<file path="src/odt_pkg.sv">
// Package for the observation dedup table: widths, reset values, codes and
// the command and status types shared by the controller and the datapath.
// No dependencies.
package odt_pkg;

  localparam int unsigned TableSlotsDef = 128;
  localparam int unsigned AddrW         = 48;
  localparam int unsigned SigW          = 8;
  localparam int unsigned CoordW        = 32;
  localparam int unsigned ReasonW       = 3;
  localparam int unsigned ApbDataW      = 32;
  localparam int unsigned ApbAddrW      = 3;

  localparam logic [SigW-1:0]   RssiRiseReset = 8'd6;
  localparam logic [CoordW-1:0] MoveReset     = 32'd2700;

  typedef logic [AddrW-1:0]  addr_t;
  typedef logic [SigW-1:0]   sig_t;
  typedef logic [CoordW-1:0] coord_t;

  typedef enum logic [0:0] {
    RegRssiRise = 1'b0,
    RegMove     = 1'b1
  } reg_idx_e;

  typedef enum logic [ReasonW-1:0] {
    ReasonFiltered = 3'd0,
    ReasonEmpty    = 3'd1,
    ReasonOther    = 3'd2,
    ReasonRise     = 3'd3,
    ReasonMoved    = 3'd4
  } reason_e;

  typedef struct packed {
    logic rd_en;
    logic eval_en;
  } ctrl_cmd_t;

  typedef struct packed {
    logic out_busy;
  } dp_status_t;

endpackage

</file>
<file path="src/odt_regs.sv">
// Configuration registers of the observation dedup table behind an APB-style port.
// Depends on odt_pkg.
module odt_regs (
  input  logic                           clk_i,
  input  logic                           rst_ni,
  input  logic                           psel,
  input  logic                           penable,
  input  logic                           pwrite,
  input  logic [odt_pkg::ApbAddrW-1:0]   paddr,
  input  logic [odt_pkg::ApbDataW-1:0]   pwdata,
  output logic [odt_pkg::ApbDataW-1:0]   prdata,
  output logic                           pready,
  output odt_pkg::sig_t                  rssi_thr_o,
  output odt_pkg::coord_t                move_thr_o
);
  import odt_pkg::*;

  sig_t     rssi_thr_q;
  coord_t   move_thr_q;
  logic     wr_en;
  reg_idx_e idx;

  assign pready = 1'b1;
  assign wr_en  = psel && penable && pwrite && pready;
  assign idx    = reg_idx_e'(paddr[2]);

  always_ff @(posedge clk_i or negedge rst_ni) begin
    if (!rst_ni) begin
      rssi_thr_q <= RssiRiseReset;
      move_thr_q <= MoveReset;
    end else if (wr_en) begin
      case (idx)
        RegRssiRise: rssi_thr_q <= pwdata[SigW-1:0];
        RegMove:     move_thr_q <= pwdata[CoordW-1:0];
        default: ;
      endcase
    end
  end

  always_comb begin
    case (idx)
      RegRssiRise: prdata = {{(ApbDataW-SigW){1'b0}}, rssi_thr_q};
      RegMove:     prdata = move_thr_q;
      default:     prdata = '0;
    endcase
  end

  assign rssi_thr_o = rssi_thr_q;
  assign move_thr_o = move_thr_q;

endmodule

</file>
<file path="config.mk">
export PLATFORM = sky130hd
export DESIGN_NAME = odt_regs
export DESIGN_NICKNAME = d
export VERILOG_FILES = /design/src/odt_pkg.sv /design/src/odt_regs.sv
export SDC_FILE = /design/constraint.sdc
export NUM_CORES = 1
export LEC_CHECK = 0
export BUFFER_PORTS_ARGS = -buffer_cell sky130_fd_sc_hd__buf_2
export CORE_MARGIN = 10
export CORE_UTILIZATION = 47
export CTS_CLUSTER_SIZE = 16
export DETAILED_ROUTE_END_ITERATION = 16
export PLACE_DENSITY = 0.91
export SLEW_MARGIN = 10
export SYNTH_ARGS = -nofsm -noshare
export SYNTH_HDL_FRONTEND = slang
export SYNTH_SLANG_ARGS = --single-unit
</file>
<file path="constraint.sdc">
create_clock -name clk_i -period 3.1 [get_ports clk_i]
set_clock_uncertainty 0.15 [all_clocks]
set_input_delay 0.31 -clock clk_i [delete_from_list [all_inputs] [get_ports clk_i]]
set_output_delay 0.31 -clock clk_i [all_outputs]
set_load 0.02 [all_outputs]
</file>
== Word-level counts from Yosys, hierarchy flattened ==
Index checks and enable logic that the tools add are counted.

* Register bits after elaboration: 40
* Latch bits: 0
* Memory bits (writable): 0
* Memory bits (read-only): 0
* Word-level logic and storage cells: 8
* Memories kept: 0

* $add $sub $neg: 0
* $mul: 0
* Divide/modulo/power cells: 0
* Order comparisons: 0
* Equality and inequality tests: 0
* Shift operators: 0
* Muxes and demuxes: 1
* Bitwise operators: 1
* Reduce and logical (&&, ||, !) cells: 4

{| class="wikitable"
|+ Operators by type and width
! cell !! number
|-
| case mux 32 bit (2 select lines) || 1
|-
| AND reduction 2 bit || 2
|-
| logical AND 1 bit || 2
|-
| inverter 1 bit || 1
|}

== Depth between registers and ports, before layout ==
Gate-level depths: netlist of the first run.

* Depth after elaboration: 3
* Gate-level depth with buffers: 4

== Worst setup path after synthesis of the first run ==
OpenSTA, ideal clock, no wires.

* Path type: input to output
* From: input paddr[2] (netlist bit)
* To: output prdata[2] (netlist bit)
* Arrival: 1.065 ns
* Slack: 1.575 ns
* Stages on the path: 3
* Path buffers: 2
* Cell sequence: buf_2 -> buf_2 -> mux2_2

* Longest elaborated chain between the ends: 2

{| class="wikitable"
|+ RTL lines
! item !! RTL line !! RTL
|-
| start, declared || odt_regs.sv:9 || <nowiki>input logic [odt_pkg::ApbAddrW-1:0] paddr,</nowiki>
|-
| inverter 1 bit || n/a ||
|-
| case mux 32 bit (2 select lines) * || odt_regs.sv:41 || <nowiki>case (idx)</nowiki>
|-
| end, declared || odt_regs.sv:11 || <nowiki>output logic [odt_pkg::ApbDataW-1:0] prdata,</nowiki>
|}

Mark *: on every way between the ends. The rest lies on a longest branch, timed or not.

== Worst setup path in the final report of the first run ==
* From: input paddr[2] (netlist bit)
* To: output prdata[4] (netlist bit)

Same word-level chain as after synthesis.

==> run summary, run 1 <==
Die Span X: 83.9 um
Worst-Margin Slew: 0.867 ns
PwrDens: 728 nW/um^2
Failing checks: negative hold slack
Gpl congestion: 0.733
R2R setup slack: 2.16 ns
Clock transition at the registers of the reported paths: 0.07 ns
Critical path type: input port to output port
WHS: -0.00865 ns
PortBufs: 109
Core area: 3970 sq um
Synthesized area per cell: 15.6 sq um
Most common cell after layout, fill and taps aside: buf_2
Worst r2r path cells: 1
# hold bufs at CTS: 0
TritonCTS clock tree: built
Gr usage total: 14.1%
Crit path cell chain: buf_2 > mux2_2 > buf_2
GR Overflow Total: 0
Setup tns final: 0 ns
First-pass GRT wire length: 8290 um
Most frequent cells in the layout: 109 x buf_2, 33 x dfrtp_1, 30 x mux2_4
F_max: 561 MHz
Vias: 1353
RR Startpoint: move_thr_o[5]$_DFFE_PN0P_
Die Y: 83.9 um
CP max stage cell: buf_2
Slew HR: 42.2%
Design area: 2610 sq um
CP max stage delay: 0.45 ns
# IOs: 113
Tmin final: 1.78 ns
DRC viols: 0
Share of the synthesized area in the top cell type: 43.0%
Post-CTS Repair Setup Buffers: 0
Via density: 4.76
Seq/Total Area, Yosys: 52.6%
Worst VDD drop: 0.000416 V
RSZ-0062 raised after global routing: no
FF+latch count, synth: 40
Clk root buf: clkbuf_8
WL/cell: 17.5 um
Met1 wire length: 1950 um
Net count, final: 273
Total CTS buffers: 5
Initial core utilization: 48.4%
Drt initial violations: 68
Ys Warns: 0
Drt pass-1 iters: 2
CTS Sinks: 40
Placed Instance Area: 2480 sq um
Post-synthesis cell count: 123
Tot Pwr: 1.90 mW
Status: complete, but fails checks
Std-Cell Rows: 23
Number of global-route vias before repair: 1643
Crit path DAT: 1.32 ns
Hold WC Path Type: input port to asynchronous set/reset pin
Share of layout cells above drive strength 1: 75.2%
Crit path capture type: output port
Htree depth: 2
Post-synthesis cell area: 1920 sq um
Synth top area cells: dfrtp_1 43%, mux2_4 23%, mux2_2 11%
Final Max Slew Viols: 0
Die area: 7040 sq um
P_leak: 1.45 nW
Initial antenna violation count: 0
Crit-path max FO: 34
Antenna Cells: 0
Cell taking the most area after synthesis: dfrtp_1
Max cap viols: 0
Period utilisation layout: 57.5%
Post-synth cell types: 12
CTS max path bufs: 2
CP required: 2.64 ns
Final Hold Viols: 28
Largest net degree at the start of global routing: 41
Routed wl met2: 2580 um
Max layer used: met4
Setup violators final: 0
Crit path launch type: input port
Hpwl dp: 3910 um
Syn Nets: 163
Reg-to-Reg End: move_thr_o[5]$_DFFE_PN0P_
Most Frequent Cell on Critical Path: buf_2
Metal3 WL: 353 um
PostCTS Resize Cnt: 0
Clk_lat worst skew: 0.28 ns
Area Growth Syn to Fin: 36.0%
ANT nets after route: 0
Final wirelength: 4970 um
worst max-delay path, delay by kind of cell:
kind / cells / cell delay (ns)
buffers and inverters: 2 / 0.61
muxes: 1 / 0.40
where the power goes:
| group | internal [mW] | switching [mW] |
|---|---|---|
| Clock | 0.284 | 0.172 |
| Sequential | 0.653 | 0.0862 |
| Combinational | 0.315 | 0.392 |
| Total | 1.25 | 0.650 |
layer usage:
layer	global-route usage, %	vias up
met4	4.11	0
met2	24.9	58
met3	6.05	8
li1	-	636
met5	0	-
met1	14.8	651
final cells by class:
type	instances	area (sq um)
timing repair buffer	111	561
tap	50	62.6
clock buffer	7	96.3
multi-input combinational	75	852
fill	296	1360
sequential	40	1010
clock inverter	1	30.0
cell usage after synthesis, drive strengths merged:
cell / count
and2: 24
clkbuf: 2
buf: 6
dfrtp: 33
nand4b: 1
mux2: 48
dfstp: 7
conb: 1
nand4: 1
logic make-up (layout without fill, tap and decap cells):
kind of cell | Yosys count | in the layout | share of synthesized area [%]
buffers and inverters | 8 | 119 | 3.06
muxes | 48 | 48 | 34.0
DFF | 40 | 40 | 52.6
and+or+nand+nor | 26 | 26 | 10.2
other | 1 | 1 | 0.195
per-stage QoR:
step | hold slack, ns | util, % | setup WS [ns] | instances
after floorplan | -0.136 | - | 1.57 | 123
after global placement | 0.309 | 62.6 | 1.34 | 276
after detailed placement | 0.326 | 62.6 | 1.28 | 276
after CTS | 0.0142 | 65.8 | 1.29 | 284
after global routing | 0.0508 | 65.8 | 1.22 | 284
final | -0.00865 | 65.8 | 1.32 | 284
registers in the layout, summed over array words and instances (netlist names):
| name | cells |
|---|---|
| move_thr_o | 32 |
| rssi_thr_o | 8 |
worst max-delay path by stage:
stage,startpoint,to,depth (start not counted)
5_1_grt,paddr[2],prdata[1],3
6_report,paddr[2],prdata[4],3
4_1_cts,paddr[2],prdata[4],3
2_1_floorplan,paddr[2],prdata[2],3
3_3_place_gp,paddr[2],prdata[4],3
3_5_place_dp,paddr[2],move_thr_o[16]$_DFFE_PN0P_,4
No activity file was read; power rests on OpenSTA's default activity.
==> run 2: changes to the inputs <==
--- a/config.mk
+++ b/config.mk
@@ -7,10 +7,10 @@
 export LEC_CHECK = 0
 export BUFFER_PORTS_ARGS = -buffer_cell sky130_fd_sc_hd__buf_2
 export CORE_MARGIN = 10
-export CORE_UTILIZATION = 47
+export CORE_UTILIZATION = 39
 export CTS_CLUSTER_SIZE = 16
 export DETAILED_ROUTE_END_ITERATION = 16
-export PLACE_DENSITY = 0.91
+export PLACE_DENSITY = 0.82
 export SLEW_MARGIN = 10
 export SYNTH_ARGS = -nofsm -noshare
 export SYNTH_HDL_FRONTEND = slang
==> constraint.sdc (replaced) <==
create_clock -name clk_i -period 1.5 [get_ports clk_i]
set_clock_uncertainty 0.15 [all_clocks]
set_input_delay 0.15 -clock clk_i [delete_from_list [all_inputs] [get_ports clk_i]]
set_output_delay 0.15 -clock clk_i [all_outputs]
set_load 0.02 [all_outputs]
==> run 2 against run 1 <==
  * The flow now finishes without violations
  * Total power grew 97%
  * Register-to-register slack worse by 1.6 ns
  * Highest routed layer unchanged
  * Cell count up 19%
  * Design area grew 14%
  * Critical path depth down 1
  * Wire length up 9.9%
  * Sequential cell count did not move
==> run summary, run 2 (synthesis gave the netlist of run 1 again) <==
Hpwl dp: 3860 um (-1.2%)
Clk_lat worst skew: 0.28 ns (about the same)
CP required: 1.20 ns (-1.44 ns)
Net count, final: 309 (+13%)
Tot Pwr: 3.74 mW (+97%)
Fill cells: 382 (+29%)
RSZ-0062 raised after global routing: no
Drt initial violations: 46 (-32%)
Final Max Slew Viols: 0 (unchanged)
Placed Instance Area: 2550 sq um (+2.8%)
Antenna Cells: 0 (unchanged)
Sequential Area: 1010 sq um (unchanged)
Die Y: 90.2 um (+7.4%)
Gpl congestion: 0.681 (-7.1%)
Initial antenna violation count: 0 (unchanged)
# IOs: 113 (unchanged)
Tmin final: 1.45 ns
Clock transition at the registers of the reported paths: 0.08 ns (about the same)
Vias: 1470 (+8.6%)
Total CTS buffers: 5 (unchanged)
Share of layout cells above drive strength 1: 65.6% (-9.7 points)
Via density: 4.36 (-8.4%)
WHS: 0.215 ns (+0.224 ns)
Std-Cell Rows: 25 (+8.7%)
TritonCTS clock tree: built
Crit path launch type: register
Number of global-route vias before repair: 1697 (+3.3%)
Htree depth: 2 (unchanged)
Setup violators final: 0 (unchanged)
PortBufs: 109 (unchanged)
WL/cell: 16.2 um (-7.4%)
Period utilisation layout: 96.7%
Final wirelength: 5460 um (+9.9%)
F_max: 689 MHz
First-pass GRT wire length: 8760 um (+5.8%)
ANT nets after route: 0 (unchanged)
Worst VDD drop: 0.000655 V (+57%)
Final Hold Viols: 0 (-100%)
PwrDens: 1260 nW/um^2 (+73%)
Most frequent cells in the layout: 109 x buf_2, 33 x dlygate4sd3_1, 33 x dfrtp_1
Die Span X: 90.2 um (+7.4%)
Initial core utilization: 40.4% (-8.0 points)
Most common cell after layout, fill and taps aside: buf_2
Multi-input logic area: 852 sq um (unchanged)
Max cap viols: 0 (unchanged)
Hold WC Path Type: input port to register
Gr usage total: 13.0% (-1.0 points)
Critical path type: register to output port
CTS Sinks: 40 (unchanged)
GR Overflow Total: 0 (unchanged)
Core area: 4750 sq um (+20%)
Die area: 8130 sq um (+15%)
Crit-path max FO: 3 (-91%)
Crit path capture type: output port
Largest net degree at the start of global routing: 41 (unchanged)
Status: finished clean
Crit path DAT: 1.15 ns (-0.17 ns)
P_leak: 1.60 nW (+9.8%)
Clk root buf: clkbuf_8
Design area: 2970 sq um (+14%)
Drt pass-1 iters: 4 (+2)
CTS max path bufs: 2 (unchanged)
Max FFs per register: 32 (unchanged)
Area Growth Syn to Fin: 54.4%
Setup tns final: 0 ns (unchanged)
DRC viols: 0 (unchanged)
-- run 2: cell types whose count changed in the layout (fill, tap and decap cells not counted) --
cell	before	now
clkbuf_1	0	2
buf_4	2	3
bufinv_16	1	0
clkbuf_8	7	5
buf_12	0	2
dlygate4sd3_1	0	33
clkinv_2	0	1
-- run 2: worst paths after layout --
path	start	to	slack, ns	depth (start not counted)
max in group asynchronous	rst_ni	move_thr_o[11]$_DFFE_PN1P_	0.53	3
max	move_thr_o[7]$_DFFE_PN1P_	prdata[7]	0.05	2
max reg2reg	rssi_thr_o[0]$_DFFE_PN0P_	rssi_thr_o[0]$_DFFE_PN0P_	0.53	1
min	penable	rssi_thr_o[1]$_DFFE_PN1P_	0.22	3
min in group asynchronous	rst_ni	rssi_thr_o[5]$_DFFE_PN0P_	0.30	3
min reg2reg	move_thr_o[10]$_DFFE_PN0P_	move_thr_o[10]$_DFFE_PN0P_	0.38	1
-- run 2: layer usage --
metal | GRT usage [%] | share of wire (%)
met2 | 22.9 | 51
met4 | 3.98 | 1.3
met1 | 13.6 | 39
met3 | 5.99 | 8.8
met5 | 0 | 0
-- run 2: worst max-delay path, cell delays in order (launching register included) --
cell,delay [ns]
dfstp_2,0.55
mux2_2,0.15
buf_2,0.16
-- run 2: through the flow --
stage	worst slack [ns]	instances	utilization, %
5_1_grt	0.0105	337	62.4
3_3_place_gp	0.0821	296	53.7
4_1_cts	0.0340	337	62.4
6_report	0.0496	337	62.4
2_1_floorplan	0.295	123	-
3_5_place_dp	0.0529	296	53.7
-- run 2: repair_timing --
item / in CTS / in global routing
hold buffers: 33 / 0
hold endpoints to repair: 73 / 0
gates resized for setup: 0 / 0
setup buffers: 0 / 0
-- run 2: area by class of cell --
class                   count  share of cell area (%)
clock buffers               7                    2.57
flip-flops and latches     40                    34.1
clock inverters             1                   0.169
well taps                  67                    2.83
repair buffers            147                    31.6
multi-input cells          75                    28.7
-- run 2: power by group --
group          internal, mW  leakage, nW  switching [mW]
sequential             1.35        0.470           0.178
combinational         0.716         1.09           0.828
clock                 0.326       0.0422           0.345
==> run 3: changes to the inputs <==
--- a/config.mk
+++ b/config.mk
@@ -6,11 +6,14 @@
 export NUM_CORES = 1
 export LEC_CHECK = 0
 export BUFFER_PORTS_ARGS = -buffer_cell sky130_fd_sc_hd__buf_2
+export CELL_PAD_IN_SITES_DETAIL_PLACEMENT = 0
+export CELL_PAD_IN_SITES_GLOBAL_PLACEMENT = 2
 export CORE_MARGIN = 10
-export CORE_UTILIZATION = 39
+export CORE_UTILIZATION = 24
 export CTS_CLUSTER_SIZE = 16
 export DETAILED_ROUTE_END_ITERATION = 16
-export PLACE_DENSITY = 0.82
+export GPL_TIMING_DRIVEN = 0
+export PLACE_DENSITY = 0.81
 export SLEW_MARGIN = 10
 export SYNTH_ARGS = -nofsm -noshare
 export SYNTH_HDL_FRONTEND = slang
==> run 3 against run 2 <==
  * Sequential power about the same
  * First-iteration DRC count is 2.2% lower
  * Global-route usage down 3.7 points
  * Largest cell class unchanged
  * Highest routed layer unchanged
  * Register-to-register slack better by 0.04 ns
==> run summary, run 3 (synthesis gave the netlist of run 1 again) <==
Hold WC Path Type: input port to register
CP required: 1.20 ns (about the same)
Worst Setup EP: prdata[2]
Htree depth: 2 (unchanged)
Initial antenna violation count: 0 (unchanged)
Gpl congestion: 0.697 (+2.3%)
Final wirelength: 5710 um (+4.6%)
GR Layer Usage met2: 14.6% (-8.3 points)
Max cap viols: 0 (unchanged)
Crit path launch type: register
Share of layout cells above drive strength 1: 65.8% (+0.25 points)
Area Growth Syn to Fin: 56.9%
Sequential Area: 1010 sq um (unchanged)
# IOs: 113 (unchanged)
R2R setup slack: 0.57 ns (+0.04 ns)
Most common cell after layout, fill and taps aside: buf_2
Std-Cell Rows: 32 (+28%)
Period utilisation layout: 95.5% (-1.2 points)
Gr usage total: 9.30% (-3.7 points)
Die Y: 109 um (+21%)
Max FFs per register: 32 (unchanged)
Worst VDD drop: 0.000592 V (-9.5%)
Die Span X: 109 um (+21%)
Largest net degree at the start of global routing: 41 (unchanged)
Crit-path max FO: 3 (unchanged)
Met1 Use GR: 11.4% (-2.2 points)
DP Worst Slack: 0.0182 ns (-0.0347 ns)
Final Hold Viols: 0 (unchanged)
Post-CTS Repair Setup Buffers: 0 (unchanged)
Antenna Cells: 0 (unchanged)
Setup crit start: move_thr_o[2]$_DFFE_PN1P_
Crit path capture type: output port
CTS max path bufs: 2 (unchanged)
Clk root buf: clkbuf_8
ANT nets after route: 0 (unchanged)
Multi-input logic area: 852 sq um (unchanged)
GR Overflow Total: 0 (unchanged)
RSZ-0062 raised after global routing: no
Setup violators final: 0 (unchanged)
Drt pass-1 iters: 2 (-2)
PnR worst setup slack: 0.0674 ns (+0.0178 ns)
Core area: 7770 sq um (+63%)
Via density: 4.07 (-6.6%)
Fill cells: 770 (+100%)
Clk_lat worst skew: 0.29 ns (about the same)
WL/cell: 15.3 um (-5.8%)
Tmin final: 1.43 ns (-0.0178 ns)
Most frequent cells in the layout: 109 x buf_2, 33 x dlygate4sd3_1, 33 x dfrtp_1
Crit path DAT: 1.13 ns (-0.02 ns)
DRC viols: 0 (unchanged)
Final Max Slew Viols: 0 (unchanged)
Critical path type: register to output port
CTS Sinks: 40 (unchanged)
Setup tns final: 0 ns (unchanged)
Hpwl dp: 4210 um (+9.1%)
PortBufs: 108 (-0.92%)
Net count, final: 311 (+0.65%)
Vias: 1523 (+3.6%)
Reg-to-Reg End: move_thr_o[6]$_DFFE_PN0P_
P_leak: 1.60 nW (+0.14%)
RR Startpoint: move_thr_o[6]$_DFFE_PN0P_
PwrDens: 1270 nW/um^2 (+0.30%)
Number of global-route vias before repair: 1684 (-0.77%)
Clock transition at the registers of the reported paths: 0.08 ns (about the same)
GR peak layer: met2
First-pass GRT wire length: 8850 um (+0.94%)
WHS: 0.158 ns (-0.0570 ns)
Total CTS buffers: 5 (unchanged)
Die area: 12000 sq um (+47%)
F_max: 698 MHz (+1.2%)
Initial core utilization: 24.7% (-16 points)
Drt initial violations: 45 (-2.2%)
Met3 global-route usage: 4.39% (-1.6 points)
Tot Pwr: 3.81 mW (+1.9%)
Worst-Margin Slew: 0.916 ns
Slew HR: 39.0%
Status: finished clean
Worst r2r path cells: 1 (unchanged)
TritonCTS clock tree: built
[run 3: cell count changes in the layout (fill, tap and decap cells not counted), sizes merged]
| cell | change |
|---|---|
| buf | -1 |
| clkbuf | +2 |
| clkinv | +1 |
[run 3: per-layer routing]
layer,share of wire [%],wire length [um]
met5,0,0
met4,0.47,27
met3,13,715
met2,45,2540
met1,42,2430
[run 3: cell type report]
class,instances,share of cell area (%)
sequential,40,33.5
timing repair buffer,141,28.9
multi-input combinational,75,28.3
tap,102,4.23
clock buffer,6,2.74
buffer,8,2.03
clock inverter,2,0.332
[run 3: power by group]
group | switching [mW] | leakage, nW | internal, mW
Clock | 0.383 | 0.0510 | 0.368
Sequential | 0.175 | 0.470 | 1.35
Combinational | 0.826 | 1.08 | 0.713
[run 3: metrics by stage]
step / util, % / std cells / cell area, sq um
3_5_place_dp: 33.3 / 333 / 2590
3_3_place_gp: 33.3 / 333 / 2590
2_1_floorplan: - / 123 / 1920
6_report: 38.8 / 374 / 3010
4_1_cts: 38.8 / 374 / 3010
5_1_grt: 38.8 / 374 / 3010
[run 3: worst min path at each step]
stage | startpoint | end | slack, ns | cells past startpoint
after floorplan | rst_ni | move_thr_o[0]$_DFFE_PN0P_ | -0.30 | 0
after global placement | rst_ni | move_thr_o[12]$_DFFE_PN0P_ | 0.19 | 1
after detailed placement | rst_ni | move_thr_o[12]$_DFFE_PN0P_ | 0.19 | 1
after CTS | penable | move_thr_o[31]$_DFFE_PN0P_ | 0.16 | 3
after global routing | penable | move_thr_o[0]$_DFFE_PN0P_ | 0.17 | 3
final | penable | move_thr_o[0]$_DFFE_PN0P_ | 0.16 | 3
[run 3: repair_timing]
item,in CTS,in global routing
setup endpoints to repair,0,2
hold buffers,33,0
hold endpoints to repair,73,0
gates resized for setup,0,1
[run 3: worst max-delay path, cell delays in order (launching register included)]
cell     delay [ns]
dfstp_2        0.55
mux2_2         0.14
buf_2          0.15
